[config.mk]
export PLATFORM = sky130hd
export DESIGN_NAME = arp_single_entry_cache_top
export DESIGN_NICKNAME = d
export VERILOG_FILES = /design/src/rtl/arp_pkg.sv /design/src/rtl/arp_front.sv /design/src/rtl/arp_queue.sv /design/src/rtl/arp_back.sv /design/src/rtl/arp_single_entry_cache_top.sv
export VERILOG_INCLUDE_DIRS = /design/src /design/src/rtl
export SDC_FILE = /design/constraint.sdc
export NUM_CORES = 1
export LEC_CHECK = 0
export ABC_AREA = 1
export BUFFER_PORTS_ARGS = -buffer_cell sky130_fd_sc_hd__buf_2
export CAP_MARGIN = 20
export CORE_ASPECT_RATIO = 0.7
export CORE_UTILIZATION = 30
export CTS_CLUSTER_DIAMETER = 200
export CTS_CLUSTER_SIZE = 28
export DETAILED_ROUTE_END_ITERATION = 6
export PLACE_DENSITY = 0.48
export SYNTH_ARGS = -nofsm -noshare
export SYNTH_HDL_FRONTEND = slang
export SYNTH_HIERARCHICAL = 1
export SYNTH_SLANG_ARGS = --single-unit
[constraint.sdc]
create_clock -name i_clk -period 5.5 [get_ports i_clk]
set_clock_uncertainty 0.05 [all_clocks]
set_input_delay 0.825 -clock i_clk [delete_from_list [all_inputs] [get_ports i_clk]]
set_output_delay 0.825 -clock i_clk [all_outputs]
set_load 0.01 [all_outputs]
[src/rtl/assert_macros.svh]
`ifndef ASSERT_MACROS_SVH
`define ASSERT_MACROS_SVH

// check a condition on every clock edge outside reset
`define ASSERT_ALWAYS(label, cond, msg) \
    label: assert property (@(posedge i_clk) disable iff (!i_rst_n) (cond)) \
        else $error(msg);

// check that an antecedent implies a consequence in the same cycle
`define ASSERT_IMPLIES(label, ante, cons, msg) \
    label: assert property (@(posedge i_clk) disable iff (!i_rst_n) \
        (ante) |-> (cons)) else $error(msg);

`endif

[src/rtl/arp_pkg.sv]
`timescale 1ns / 1ps
package arp_pkg;

    localparam int IP_W   = 32;
    localparam int MAC_W  = 48;
    localparam int TTL_W  = 16;
    localparam int RTR_W  = 8;
    localparam int TICK_W = 32;
    localparam int IDX_W  = 3;

    localparam logic [1:0] FUNC_TICK  = 2'd0;
    localparam logic [1:0] FUNC_ARP   = 2'd1;
    localparam logic [1:0] FUNC_QUERY = 2'd2;

    localparam logic [IDX_W-1:0] CFG_LOCAL_IP     = 3'd0;
    localparam logic [IDX_W-1:0] CFG_OK_TTL       = 3'd1;
    localparam logic [IDX_W-1:0] CFG_PENDING_TTL  = 3'd2;
    localparam logic [IDX_W-1:0] CFG_MAX_RETRIES  = 3'd3;
    localparam logic [IDX_W-1:0] CFG_TIMER_PERIOD = 3'd4;

    localparam logic [15:0] ARP_HW_ETHERNET = 16'h0001;
    localparam logic [15:0] ARP_PROTO_IPV4  = 16'h0800;
    localparam logic [7:0]  ARP_HW_LEN      = 8'd6;
    localparam logic [7:0]  ARP_PROTO_LEN   = 8'd4;
    localparam logic [15:0] ARP_OP_REQUEST  = 16'd1;
    localparam logic [15:0] ARP_OP_REPLY    = 16'd2;

    localparam logic [TTL_W-1:0]  RST_OK_TTL       = 16'd5;
    localparam logic [TTL_W-1:0]  RST_PENDING_TTL  = 16'd1;
    localparam logic [RTR_W-1:0]  RST_MAX_RETRIES  = 8'd3;
    localparam logic [TICK_W-1:0] RST_TIMER_PERIOD = 32'd1;

    typedef enum logic [2:0] {
        K_NONE,
        K_AGE,
        K_ARP_REQ,
        K_ARP_REP,
        K_QUERY
    } t_kind;

    typedef enum logic [1:0] {
        ACT_NONE    = 2'd0,
        ACT_REQUEST = 2'd1,
        ACT_REPLY   = 2'd2,
        ACT_HIT     = 2'd3
    } t_action;

    typedef enum logic [1:0] {
        ST_FREE    = 2'd0,
        ST_OK      = 2'd1,
        ST_PENDING = 2'd2
    } t_entry_state;

    typedef struct packed {
        t_kind              kind;
        logic [IP_W-1:0]    ip;
        logic [MAC_W-1:0]   mac;
    } t_cmd;

    typedef struct packed {
        logic [TTL_W-1:0] ok_ttl;
        logic [TTL_W-1:0] pending_ttl;
        logic [RTR_W-1:0] max_retries;
    } t_age_cfg;

endpackage

[src/rtl/arp_front.sv]
`timescale 1ns / 1ps
module arp_front (
    input  logic                          i_clk,
    input  logic                          i_rst_n,
    input  logic                          i_in_valid,
    output logic                          o_in_ready,
    input  logic [1:0]                    i_func,
    input  logic [15:0]                   i_hw_type,
    input  logic [15:0]                   i_proto_type,
    input  logic [7:0]                    i_hw_len,
    input  logic [7:0]                    i_proto_len,
    input  logic [15:0]                   i_arp_op,
    input  logic [arp_pkg::MAC_W-1:0]     i_src_mac,
    input  logic [arp_pkg::IP_W-1:0]      i_src_ip,
    input  logic [arp_pkg::IP_W-1:0]      i_dst_ip,
    input  logic [arp_pkg::IP_W-1:0]      i_query_ip,
    input  logic [arp_pkg::IP_W-1:0]      i_local_ip,
    input  logic [arp_pkg::TICK_W-1:0]    i_timer_period,
    input  logic                          i_q_full,
    output logic                          o_push,
    output arp_pkg::t_cmd                 o_cmd
);
    import arp_pkg::*;

    logic [TICK_W-1:0] r_tick;
    logic [TICK_W-1:0] n_tick;
    logic [TICK_W:0]   tick_sum;
    logic              age_now;
    logic              hdr_ok;
    logic              accept;

    assign o_in_ready = !i_q_full;
    assign accept     = i_in_valid && o_in_ready;
    assign o_push     = accept;

    assign tick_sum = {1'b0, r_tick} + {{TICK_W{1'b0}}, 1'b1};

    always_comb begin
        n_tick  = r_tick;
        age_now = 1'b0;
        if (i_timer_period == '0) begin
            n_tick = '0;
        end else if (tick_sum >= {1'b0, i_timer_period}) begin
            n_tick  = '0;
            age_now = 1'b1;
        end else begin
            n_tick = tick_sum[TICK_W-1:0];
        end
    end

    assign hdr_ok = (i_hw_type == ARP_HW_ETHERNET) && (i_proto_type == ARP_PROTO_IPV4) &&
                    (i_hw_len == ARP_HW_LEN) && (i_proto_len == ARP_PROTO_LEN) &&
                    (i_dst_ip == i_local_ip);

    always_comb begin
        o_cmd.kind = K_NONE;
        o_cmd.ip   = i_src_ip;
        o_cmd.mac  = i_src_mac;
        case (i_func)
            FUNC_TICK: begin
                if (age_now) begin
                    o_cmd.kind = K_AGE;
                end
            end
            FUNC_ARP: begin
                if (hdr_ok && i_arp_op == ARP_OP_REQUEST) begin
                    o_cmd.kind = K_ARP_REQ;
                end else if (hdr_ok && i_arp_op == ARP_OP_REPLY) begin
                    o_cmd.kind = K_ARP_REP;
                end
            end
            FUNC_QUERY: begin
                o_cmd.kind = K_QUERY;
                o_cmd.ip   = i_query_ip;
            end
            default: begin
                o_cmd.kind = K_NONE;
            end
        endcase
    end

    always_ff @(posedge i_clk) begin
        if (!i_rst_n) begin
            r_tick <= '0;
        end else if (accept && i_func == FUNC_TICK) begin
            r_tick <= n_tick;
        end
    end

endmodule

[src/rtl/arp_queue.sv]
`timescale 1ns / 1ps
`include "assert_macros.svh"
module arp_queue #(
    parameter int DEPTH = 2
) (
    input  logic           i_clk,
    input  logic           i_rst_n,
    input  logic           i_push,
    input  arp_pkg::t_cmd  i_data,
    output logic           o_full,
    output logic           o_valid,
    input  logic           i_pop,
    output arp_pkg::t_cmd  o_data
);
    import arp_pkg::*;

    localparam int PTR_W = $clog2(DEPTH);
    localparam int CNT_W = $clog2(DEPTH + 1);
    localparam logic [PTR_W-1:0] LAST = PTR_W'(DEPTH - 1);
    localparam logic [CNT_W-1:0] FULL_CNT = CNT_W'(DEPTH);

    t_cmd             r_mem [DEPTH];
    logic [PTR_W-1:0] r_wr_ptr;
    logic [PTR_W-1:0] r_rd_ptr;
    logic [CNT_W-1:0] r_count;
    logic             do_push;
    logic             do_pop;

    assign o_full  = (r_count == FULL_CNT);
    assign o_valid = (r_count != '0);
    assign o_data  = r_mem[r_rd_ptr];
    assign do_push = i_push && !o_full;
    assign do_pop  = i_pop && o_valid;

    always_ff @(posedge i_clk) begin
        if (do_push) begin
            r_mem[r_wr_ptr] <= i_data;
        end
    end

    always_ff @(posedge i_clk) begin
        if (!i_rst_n) begin
            r_wr_ptr <= '0;
            r_rd_ptr <= '0;
            r_count  <= '0;
        end else begin
            if (do_push) begin
                r_wr_ptr <= (r_wr_ptr == LAST) ? '0 : r_wr_ptr + PTR_W'(1);
            end
            if (do_pop) begin
                r_rd_ptr <= (r_rd_ptr == LAST) ? '0 : r_rd_ptr + PTR_W'(1);
            end
            if (do_push && !do_pop) begin
                r_count <= r_count + CNT_W'(1);
            end else if (do_pop && !do_push) begin
                r_count <= r_count - CNT_W'(1);
            end
        end
    end

    `ASSERT_ALWAYS(a_count_bound, r_count <= FULL_CNT, "queue count over depth")
    `ASSERT_IMPLIES(a_empty_ptrs, r_count == '0, r_rd_ptr == r_wr_ptr,
        "empty queue with unequal pointers")

endmodule

[src/rtl/arp_back.sv]
`timescale 1ns / 1ps
`include "assert_macros.svh"
module arp_back (
    input  logic                       i_clk,
    input  logic                       i_rst_n,
    input  logic                       i_q_valid,
    input  arp_pkg::t_cmd              i_cmd,
    output logic                       o_pop,
    input  arp_pkg::t_age_cfg          i_age_cfg,
    output logic                       o_out_valid,
    input  logic                       i_out_ready,
    output logic [1:0]                 o_action,
    output logic [arp_pkg::IP_W-1:0]   o_out_ip,
    output logic [arp_pkg::MAC_W-1:0]  o_out_mac,
    output logic [1:0]                 o_entry_status
);
    import arp_pkg::*;

    t_entry_state      r_state;
    t_entry_state      n_state;
    logic [IP_W-1:0]   r_ip;
    logic [IP_W-1:0]   n_ip;
    logic [MAC_W-1:0]  r_mac;
    logic [MAC_W-1:0]  n_mac;
    logic [TTL_W-1:0]  r_ttl;
    logic [TTL_W-1:0]  n_ttl;
    logic [RTR_W-1:0]  r_retries;
    logic [RTR_W-1:0]  n_retries;
    logic [TTL_W-1:0]  ttl_dec;
    logic              expire;

    logic              r_out_valid;
    t_action           r_action;
    t_action           n_action;
    logic [IP_W-1:0]   r_out_ip;
    logic [IP_W-1:0]   n_out_ip;
    logic [MAC_W-1:0]  r_out_mac;
    logic [MAC_W-1:0]  n_out_mac;

    assign o_pop   = i_q_valid && (!r_out_valid || i_out_ready);
    assign ttl_dec = r_ttl - TTL_W'(1);
    assign expire  = (ttl_dec == '0);

    always_comb begin
        n_state   = r_state;
        n_ip      = r_ip;
        n_mac     = r_mac;
        n_ttl     = r_ttl;
        n_retries = r_retries;
        case (i_cmd.kind)
            K_AGE: begin
                if (r_state == ST_OK) begin
                    n_ttl = ttl_dec;
                    if (expire) begin
                        n_state = ST_PENDING;
                        n_ttl   = i_age_cfg.pending_ttl;
                    end
                end else if (r_state == ST_PENDING) begin
                    n_ttl = ttl_dec;
                    if (expire && r_retries == '0) begin
                        n_state = ST_FREE;
                    end else if (expire) begin
                        n_retries = r_retries - RTR_W'(1);
                        n_ttl     = i_age_cfg.pending_ttl;
                    end
                end
            end
            K_ARP_REQ, K_ARP_REP: begin
                n_state   = ST_OK;
                n_ip      = i_cmd.ip;
                n_mac     = i_cmd.mac;
                n_ttl     = i_age_cfg.ok_ttl;
                n_retries = i_age_cfg.max_retries;
            end
            default: begin
                n_state = r_state;
            end
        endcase
    end

    always_comb begin
        n_action  = ACT_NONE;
        n_out_ip  = '0;
        n_out_mac = '0;
        case (i_cmd.kind)
            K_AGE: begin
                if (expire && (r_state == ST_OK ||
                    (r_state == ST_PENDING && r_retries != '0))) begin
                    n_action = ACT_REQUEST;
                    n_out_ip = r_ip;
                end
            end
            K_ARP_REQ: begin
                n_action  = ACT_REPLY;
                n_out_ip  = i_cmd.ip;
                n_out_mac = i_cmd.mac;
            end
            K_QUERY: begin
                n_out_ip = i_cmd.ip;
                if (r_state == ST_OK && r_ip == i_cmd.ip) begin
                    n_action  = ACT_HIT;
                    n_out_mac = r_mac;
                end else begin
                    n_action = ACT_REQUEST;
                end
            end
            default: begin
                n_action = ACT_NONE;
            end
        endcase
    end

    always_ff @(posedge i_clk) begin
        if (!i_rst_n) begin
            r_state     <= ST_FREE;
            r_ip        <= '0;
            r_mac       <= '0;
            r_ttl       <= '0;
            r_retries   <= '0;
            r_out_valid <= 1'b0;
        end else if (o_pop) begin
            r_state     <= n_state;
            r_ip        <= n_ip;
            r_mac       <= n_mac;
            r_ttl       <= n_ttl;
            r_retries   <= n_retries;
            r_out_valid <= 1'b1;
        end else if (i_out_ready) begin
            r_out_valid <= 1'b0;
        end
    end

    always_ff @(posedge i_clk) begin
        if (o_pop) begin
            r_action  <= n_action;
            r_out_ip  <= n_out_ip;
            r_out_mac <= n_out_mac;
        end
    end

    assign o_out_valid    = r_out_valid;
    assign o_action       = r_action;
    assign o_out_ip       = r_out_ip;
    assign o_out_mac      = r_out_mac;
    assign o_entry_status = r_state;

    `ASSERT_IMPLIES(a_hit_ok, r_out_valid && r_action == ACT_HIT, r_state == ST_OK,
        "resolve hit reported with entry not ok")
    `ASSERT_IMPLIES(a_reply_ok, r_out_valid && r_action == ACT_REPLY,
        r_state == ST_OK && r_ip == r_out_ip && r_mac == r_out_mac,
        "reply without matching refreshed entry")

endmodule

[src/rtl/arp_single_entry_cache_top.sv]
// Single-entry ARP cache with ageing and request retries.
// Path: an accepted item is written into the queue, then popped into the output register.
// Throughput: one item per cycle while the queue is not full; the classify queue decouples input from output stalls.
// Reset: synchronous, active low; control and config registers return to defaults, the entry goes free.
// The configuration port takes a write every cycle.
`timescale 1ns / 1ps
module arp_single_entry_cache_top #(
    parameter int QUEUE_DEPTH = 2
) (
    input  logic                              i_clk,
    input  logic                              i_rst_n,
    input  logic                              i_cfg_valid,
    output logic                              o_cfg_ready,
    input  logic [arp_pkg::IDX_W-1:0]         i_cfg_index,
    input  logic [31:0]                       i_cfg_data,
    input  logic                              i_in_valid,
    output logic                              o_in_ready,
    input  logic [1:0]                        i_func,
    input  logic [15:0]                       i_hw_type,
    input  logic [15:0]                       i_proto_type,
    input  logic [7:0]                        i_hw_len,
    input  logic [7:0]                        i_proto_len,
    input  logic [15:0]                       i_arp_op,
    input  logic [47:0]                       i_src_mac,
    input  logic [31:0]                       i_src_ip,
    input  logic [31:0]                       i_dst_ip,
    input  logic [31:0]                       i_query_ip,
    output logic                              o_out_valid,
    input  logic                              i_out_ready,
    output logic [1:0]                        o_action,
    output logic [31:0]                       o_out_ip,
    output logic [47:0]                       o_out_mac,
    output logic [1:0]                        o_entry_status
);
    import arp_pkg::*;

    logic [IP_W-1:0]   r_local_ip;
    logic [TICK_W-1:0] r_timer_period;
    t_age_cfg          r_age_cfg;
    logic              cfg_wr;

    logic              q_full;
    logic              q_valid;
    logic              push;
    logic              pop;
    t_cmd              push_cmd;
    t_cmd              pop_cmd;

    assign o_cfg_ready = 1'b1;
    assign cfg_wr      = i_cfg_valid && o_cfg_ready;

    always_ff @(posedge i_clk) begin
        if (!i_rst_n) begin
            r_local_ip            <= '0;
            r_age_cfg.ok_ttl      <= RST_OK_TTL;
            r_age_cfg.pending_ttl <= RST_PENDING_TTL;
            r_age_cfg.max_retries <= RST_MAX_RETRIES;
            r_timer_period        <= RST_TIMER_PERIOD;
        end else if (cfg_wr) begin
            case (i_cfg_index)
                CFG_LOCAL_IP:     r_local_ip            <= i_cfg_data;
                CFG_OK_TTL:       r_age_cfg.ok_ttl      <= i_cfg_data[TTL_W-1:0];
                CFG_PENDING_TTL:  r_age_cfg.pending_ttl <= i_cfg_data[TTL_W-1:0];
                CFG_MAX_RETRIES:  r_age_cfg.max_retries <= i_cfg_data[RTR_W-1:0];
                CFG_TIMER_PERIOD: r_timer_period        <= i_cfg_data;
                default: begin
                    r_local_ip <= r_local_ip;
                end
            endcase
        end
    end

    arp_front u_front (
        .i_clk          (i_clk),
        .i_rst_n        (i_rst_n),
        .i_in_valid     (i_in_valid),
        .o_in_ready     (o_in_ready),
        .i_func         (i_func),
        .i_hw_type      (i_hw_type),
        .i_proto_type   (i_proto_type),
        .i_hw_len       (i_hw_len),
        .i_proto_len    (i_proto_len),
        .i_arp_op       (i_arp_op),
        .i_src_mac      (i_src_mac),
        .i_src_ip       (i_src_ip),
        .i_dst_ip       (i_dst_ip),
        .i_query_ip     (i_query_ip),
        .i_local_ip     (r_local_ip),
        .i_timer_period (r_timer_period),
        .i_q_full       (q_full),
        .o_push         (push),
        .o_cmd          (push_cmd)
    );

    arp_queue #(
        .DEPTH (QUEUE_DEPTH)
    ) u_queue (
        .i_clk   (i_clk),
        .i_rst_n (i_rst_n),
        .i_push  (push),
        .i_data  (push_cmd),
        .o_full  (q_full),
        .o_valid (q_valid),
        .i_pop   (pop),
        .o_data  (pop_cmd)
    );

    arp_back u_back (
        .i_clk          (i_clk),
        .i_rst_n        (i_rst_n),
        .i_q_valid      (q_valid),
        .i_cmd          (pop_cmd),
        .o_pop          (pop),
        .i_age_cfg      (r_age_cfg),
        .o_out_valid    (o_out_valid),
        .i_out_ready    (i_out_ready),
        .o_action       (o_action),
        .o_out_ip       (o_out_ip),
        .o_out_mac      (o_out_mac),
        .o_entry_status (o_entry_status)
    );

endmodule

Word level (Yosys, flattened, before mapping)
Memory sizes are Yosys's and may differ from the RTL's. A register that Yosys moved wholly into a read port is not among the register bits. Cells that the tools add are included.

Add/subtract/negate cells: 7. Multipliers: 0. Equal/unequal tests: 28. Shift operators: 0. Mux-type cells: 41. Magnitude comparators: 1. Reduce and logical (&&, ||, !) cells: 44. Divide/modulo/power cells: 0. Bitwise logic cells: 0.

Operators with widths (count): $mux 32 (4); $pmux 48 s2 (1); $eq 32x32->1 (2); $mux 16 (4); $pmux 32 s2 (1); $mux 48 (1); $add 32x1->33 const B (1); $ge 33x32->1 (1); $eq 16x1->1 const B (2); $logic_not 32->1 (1); $mux 8 (4); $pmux 16 s2 (1); $mux 2 (9); $logic_and 1x1->1 (17); $eq 16x12->1 const B (1); $eq 16x2->1 const B (1); $eq 8x3->1 const B (2); $logic_not 16->1 (1); $pmux 8 s2 (1); $sub 16x1->16 const B (1); $eq 3x2->1 const B (4); $mux 1 (12); $reduce_and 2->1 (6); $pmux 3 s3 (1); 25 further kinds (42).

Latch bits: 0. Flip-flop bits (word level): 329. Memories kept: 1. Output and inout port bits: 87. Memory bits (read-only): 0. Input bits: 250. Bits in writable memories: 166.

Memories: u_queue.r_mem (words 2, bits a word 83, read ports 1, clocked after Yosys merged registers in 1, wr ports 1, line arp_queue.sv:22) `t_cmd r_mem [DEPTH];`.

Longest topological paths before layout
Depth after elaboration: 9. Depth in mapped cells: 23.

Modules after synthesis
The synthesis kept the hierarchy.

Modules (own cells, without submodules): arp_back (cells each 1161, area an instance 9231.4 µm², times used 1); arp_queue (cells each 295, area an instance 6583.8 µm², times used 1); arp_front (cells each 981, area an instance 5591.6 µm², times used 1); arp_single_entry_cache_top (cells each 610, area an instance 4237.8 µm², times used 1).

Worst setup path after synthesis
No wires, ideal clock.

Path kind: input to register. Start point: input port i_in_valid. End point: memory u_queue/r_mem[0][0] (netlist name), enable pin. Slack: 409 ps. Arrival time: 4517 ps. Data required time: 4925 ps. Stages: 4. Library setup time: 525 ps. Path through: inv_1 > nor2_1 > o21ai_2 > nor2_1.

Longest elaborated chain between the ends: 4.

Ends and longest elaborated chain: start, declared (line arp_single_entry_cache_top.sv:16) `input logic i_in_valid,`; $logic_and 1x1->1 (line arp_front.sv:33) `assign accept = i_in_valid && o_in_ready;`; via push (line arp_single_entry_cache_top.sv:44) `logic push;`; $logic_and 1x1->1 (line arp_queue.sv:32) `assign do_push = i_push && !o_full;`; $mux 1 (line arp_queue.sv:36) `if (do_push) begin`; $mux 1 (not written as such) (line arp_queue.sv:37) `r_mem[r_wr_ptr] <= i_data;`; end, declared (line arp_queue.sv:22).

The timed path passes the listed nets, and every way through them passes these cells.

Worst setup path after layout
Start point: register u_front.r_tick[0]. End point: register u_front.r_tick[31].

Longest elaborated chain between the ends: 4.

Ends and longest elaborated chain: start, declared (line arp_front.sv:25) `logic [TICK_W-1:0] r_tick;`; start signal, assigned (line arp_front.sv:86) `r_tick <= n_tick;`; $add 32x1->33 * (line arp_front.sv:36) `assign tick_sum = {1'b0, r_tick} + {{TICK_W{1'b0}}, 1'b1};`; $ge 33x32->1 (line arp_front.sv:43) `end else if (tick_sum >= {1'b0, i_timer_period}) begin`; $mux 32 * (line arp_front.sv:43); $mux 32 * (line arp_front.sv:41) `if (i_timer_period == '0) begin`.

Mark *: on every way between the ends. The rest lies on a longest branch, timed or not. A chain may end at the register's enable or synchronous reset.

==> metrics <==
run status finished clean; dominant synthesized flop cell edfxtp_1; Gate power share 0.412; Die W 351 um; total track usage 0.172; final-report setup violation count 0; Placed Area approximately 0.028 sq mm; sequential power share 0.430; Hold Path Origin i_src_mac[5]; die height ~250 um; Crit Path Class reg -> reg; FF-to-FF Start u_front/r_tick[0]$_SDFFE_PN0P_; CTS tree done; DP Worst Slack 1.71 ns; Routed Antenna Nets 0; RD Place Congestion 0.870; worst hold slack approximately 0.37 ns; Max Cap Viol 0; Hold Crit Depth 1; core area between 0.08 and 0.09 sq mm; worst r2r dst u_front/r_tick[31]$_SDFFE_PN0P_; Reg2Reg Depth 18; Critical Path RT slightly below 6 ns; global-route wire length before repair about 120000 um; Hold Buf Count CTS 0; Synthesis Warnings 6; register-to-register setup slack 1.68 ns; DR WL/cell approximately 17 um; drt via density 4.60; Synth area leader edfxtp_1; cell at the slowest stage of the critical path nor2_4; H-Tree Level Count 1; Leak Pwr around 12 nW; Arr. time, crit path about 4.3 ns; Final Hold Fails 0; PD cells 429 mW/mm^2; total grt overflow 0; Yosys reg bits approximately 500; total I/O pin count approximately 340; crit path cell chain ha_1, inv_1, nor2_2, nand2_1, nor2_1, nand3_1, nand2_1, inv_1, ha_1, nand2_1, nor2_1, and2_1, nand3_1, nand3_1, nor2_4, buf_4, nand3_2, a21oi_2; Synth Cell Area ~0.026 sq mm; initial antenna violation count 5; Crit. End Element flip-flop; CTS root buffer clkbuf_16; layout cell share with drive strength beyond 1 0.193; Worst Path Max Fanout 22; Final Cycle Share 0.694; DRT Wirelength ~76000 um; DRT iter0 DRCs 1467; DR pass1 iterations 5; P&R area growth vs syn 11.1%; CTS resizes 0; clock share of power 0.158; Mapped Nets ~3300; Psw around 0.005 W; Tmin final roughly 3.8 ns; largest cells by area after synthesis edfxtp_1 29%, dfxtp_1 19%, nand2_1 9.5%; EDFF count, synth around 250; clk buf depth 3; site row count 89; Worst Hold Class in -> reg; Post-DP HPWL approximately 54000 um; sw frac 0.408; top-area cell type share of the netlist area 0.290; Residual DRC 0; Worst Hold Path EP u_queue/r_mem[0][5]$_DFFE_PP_; max incr delay on CP between 0.6 and 0.7 ns; setup ws final 1.68 ns; postcts setup bufs 0; Mapped Cells 3047; cell area after layout roughly 0.028 sq mm; largest net degree at the start of global routing 144; die area between 0.08 and 0.09 sq mm; Max VDD drop 0.000231 V; Slew @ Worst Pin 1.08 ns; vias in the first global route around 19000; Pint 0.00725 W; Fill cells ~9000; sequential share of the synthesized area 0.484; fin. max-slew vios 0; synth cell count leaders 650 x nand2_1, 559 x nor2_1, 279 x nand3_1; Mean Syn Cell Area approximately 8.4 sq um; synth unique cells 64; number of CTS-inserted buffers 21; most numerous cell in the Yosys netlist nand2_1; CTS Sinks 496; Worst-path clk slew 0.12 ns; fin nets around 3500; vias 20300; Clock Latency Late Sink 0.59 ns; ys async rst share 0; Max Fclk about 260 MHz; Starting Density 0.304; CP Launch Type flip-flop; port bufs about 340; RSZ-0062 raised after global routing false; Max transition margin 0.280; setup TNS 0 ns
worst max-delay path, delay by kind of cell, from the launching register on:
kind	cells	cell delay [ns]
adder cells (fa/ha/maj)	2	0.65
buffers and inverters	3	0.53
AND/OR/NAND/NOR	12	1.90
AO/OA/AOI/OAI	1	0.13
flip-flops	1	0.50
logic make-up after synthesis:
family,Yosys count,share of synthesized area
other,1,0.000146
multiplexers,84,0.0471
AND/OR/NAND/NOR,1660,0.283
AO/OA/AOI/OAI,261,0.0619
buffers and inverters,453,0.0864
adder cells (fa/ha/maj),39,0.0190
XOR/XNOR,53,0.0181
flip-flops,496,0.484
state kept, by name (all words and copies together) (netlist names), 2 cells and up, named ones only:
signal and flops:
r_age_cfg 40, r_local_ip 32, r_timer_period 32, u_back/o_action 2
u_back/o_entry_status 2, u_back/o_out_ip 32, u_back/o_out_mac 48, u_back/r_ip 32
u_back/r_mac 48, u_back/r_retries 8, u_back/r_ttl 16, u_front/r_tick 32
u_queue/r_count 2, u_queue/r_mem 166
power by group through the flow:
stage	Combinational, W	Sequential, W	Clock, W
floorplan	0.00350	0.00540	0
global placement	0.00507	0.00537	0
detailed placement	0.00507	0.00535	0
CTS	0.00509	0.00527	0.00202
global route	0.00560	0.00535	0.00213
finish	0.00504	0.00526	0.00193
cells in the final DEF, fill, tap and decap left out, types with 7 or more instances in the layout:
master,n
o21ai_1,7
nand2_1,650
inv_1,260
xor2_1,28
nand4_1,34
xnor2_1,25
nand3_1,279
nor4_1,8
nor3_1,18
o21ai_0,97
nor2_2,18
ha_1,39
edfxtp_1,248
buf_2,334
nand3_2,31
inv_2,9
dfxtp_1,247
nor2_4,18
o21ai_2,10
nor2_1,555
clkbuf_1,13
mux2_4,70
mux2_2,13
or2_2,7
o22ai_1,24
buf_4,20
clkbuf_16,21
nand2_2,15
a21oi_1,64
a21oi_2,40
through the flow:
step,instances,util,power [W]
6_report,4404,0.338,0.0122
5_1_grt,4403,0.337,0.0131
4_1_cts,4399,0.337,0.0124
3_5_place_dp,4363,0.330,0.0104
3_3_place_gp,4362,0.330,0.0104
2_1_floorplan,3047,-,0.00890
how the worst max path moves through the flow:
| stage | start | end | cells after the start |
|---|---|---|---|
| 5_1_grt | u_front/r_tick[0]$_SDFFE_PN0P_ | u_front/r_tick[24]$_SDFFE_PN0P_ | 19 |
| 4_1_cts | u_front/r_tick[0]$_SDFFE_PN0P_ | u_front/r_tick[31]$_SDFFE_PN0P_ | 18 |
| 2_1_floorplan | i_in_valid | u_queue/r_mem[0][0]$_DFFE_PP_ | 4 |
| 6_report | u_front/r_tick[0]$_SDFFE_PN0P_ | u_front/r_tick[31]$_SDFFE_PN0P_ | 18 |
| 3_5_place_dp | u_front/r_tick[0]$_SDFFE_PN0P_ | u_front/r_tick[20]$_SDFFE_PN0P_ | 18 |
| 3_3_place_gp | u_front/r_tick[0]$_SDFFE_PN0P_ | u_front/r_tick[25]$_SDFFE_PN0P_ | 21 |
per-layer routing:
metal	share of wire	wire length, um	global-route usage	vias up
met5	0	0	0	-
met4	0.017	1300	0.0311	0
met3	0.043	3280	0.0162	59
met2	0.42	32200	0.254	385
met1	0.52	39200	0.269	9512
li1	-	-	-	10300
cell type report:
type | count | area (sq um) | share of cell area
sequential | 496 | 12400 | 0.436
multi-input combinational | 2098 | 11100 | 0.389
timing repair buffer | 360 | 1930 | 0.0677
tap | 1137 | 1420 | 0.0499
inverter | 273 | 1030 | 0.0361
clock buffer | 34 | 574 | 0.0202
clock inverter | 2 | 17.5 | 0.000615
antenna | 4 | 10.0 | 0.000351
(Power assumes the default switching activity.)
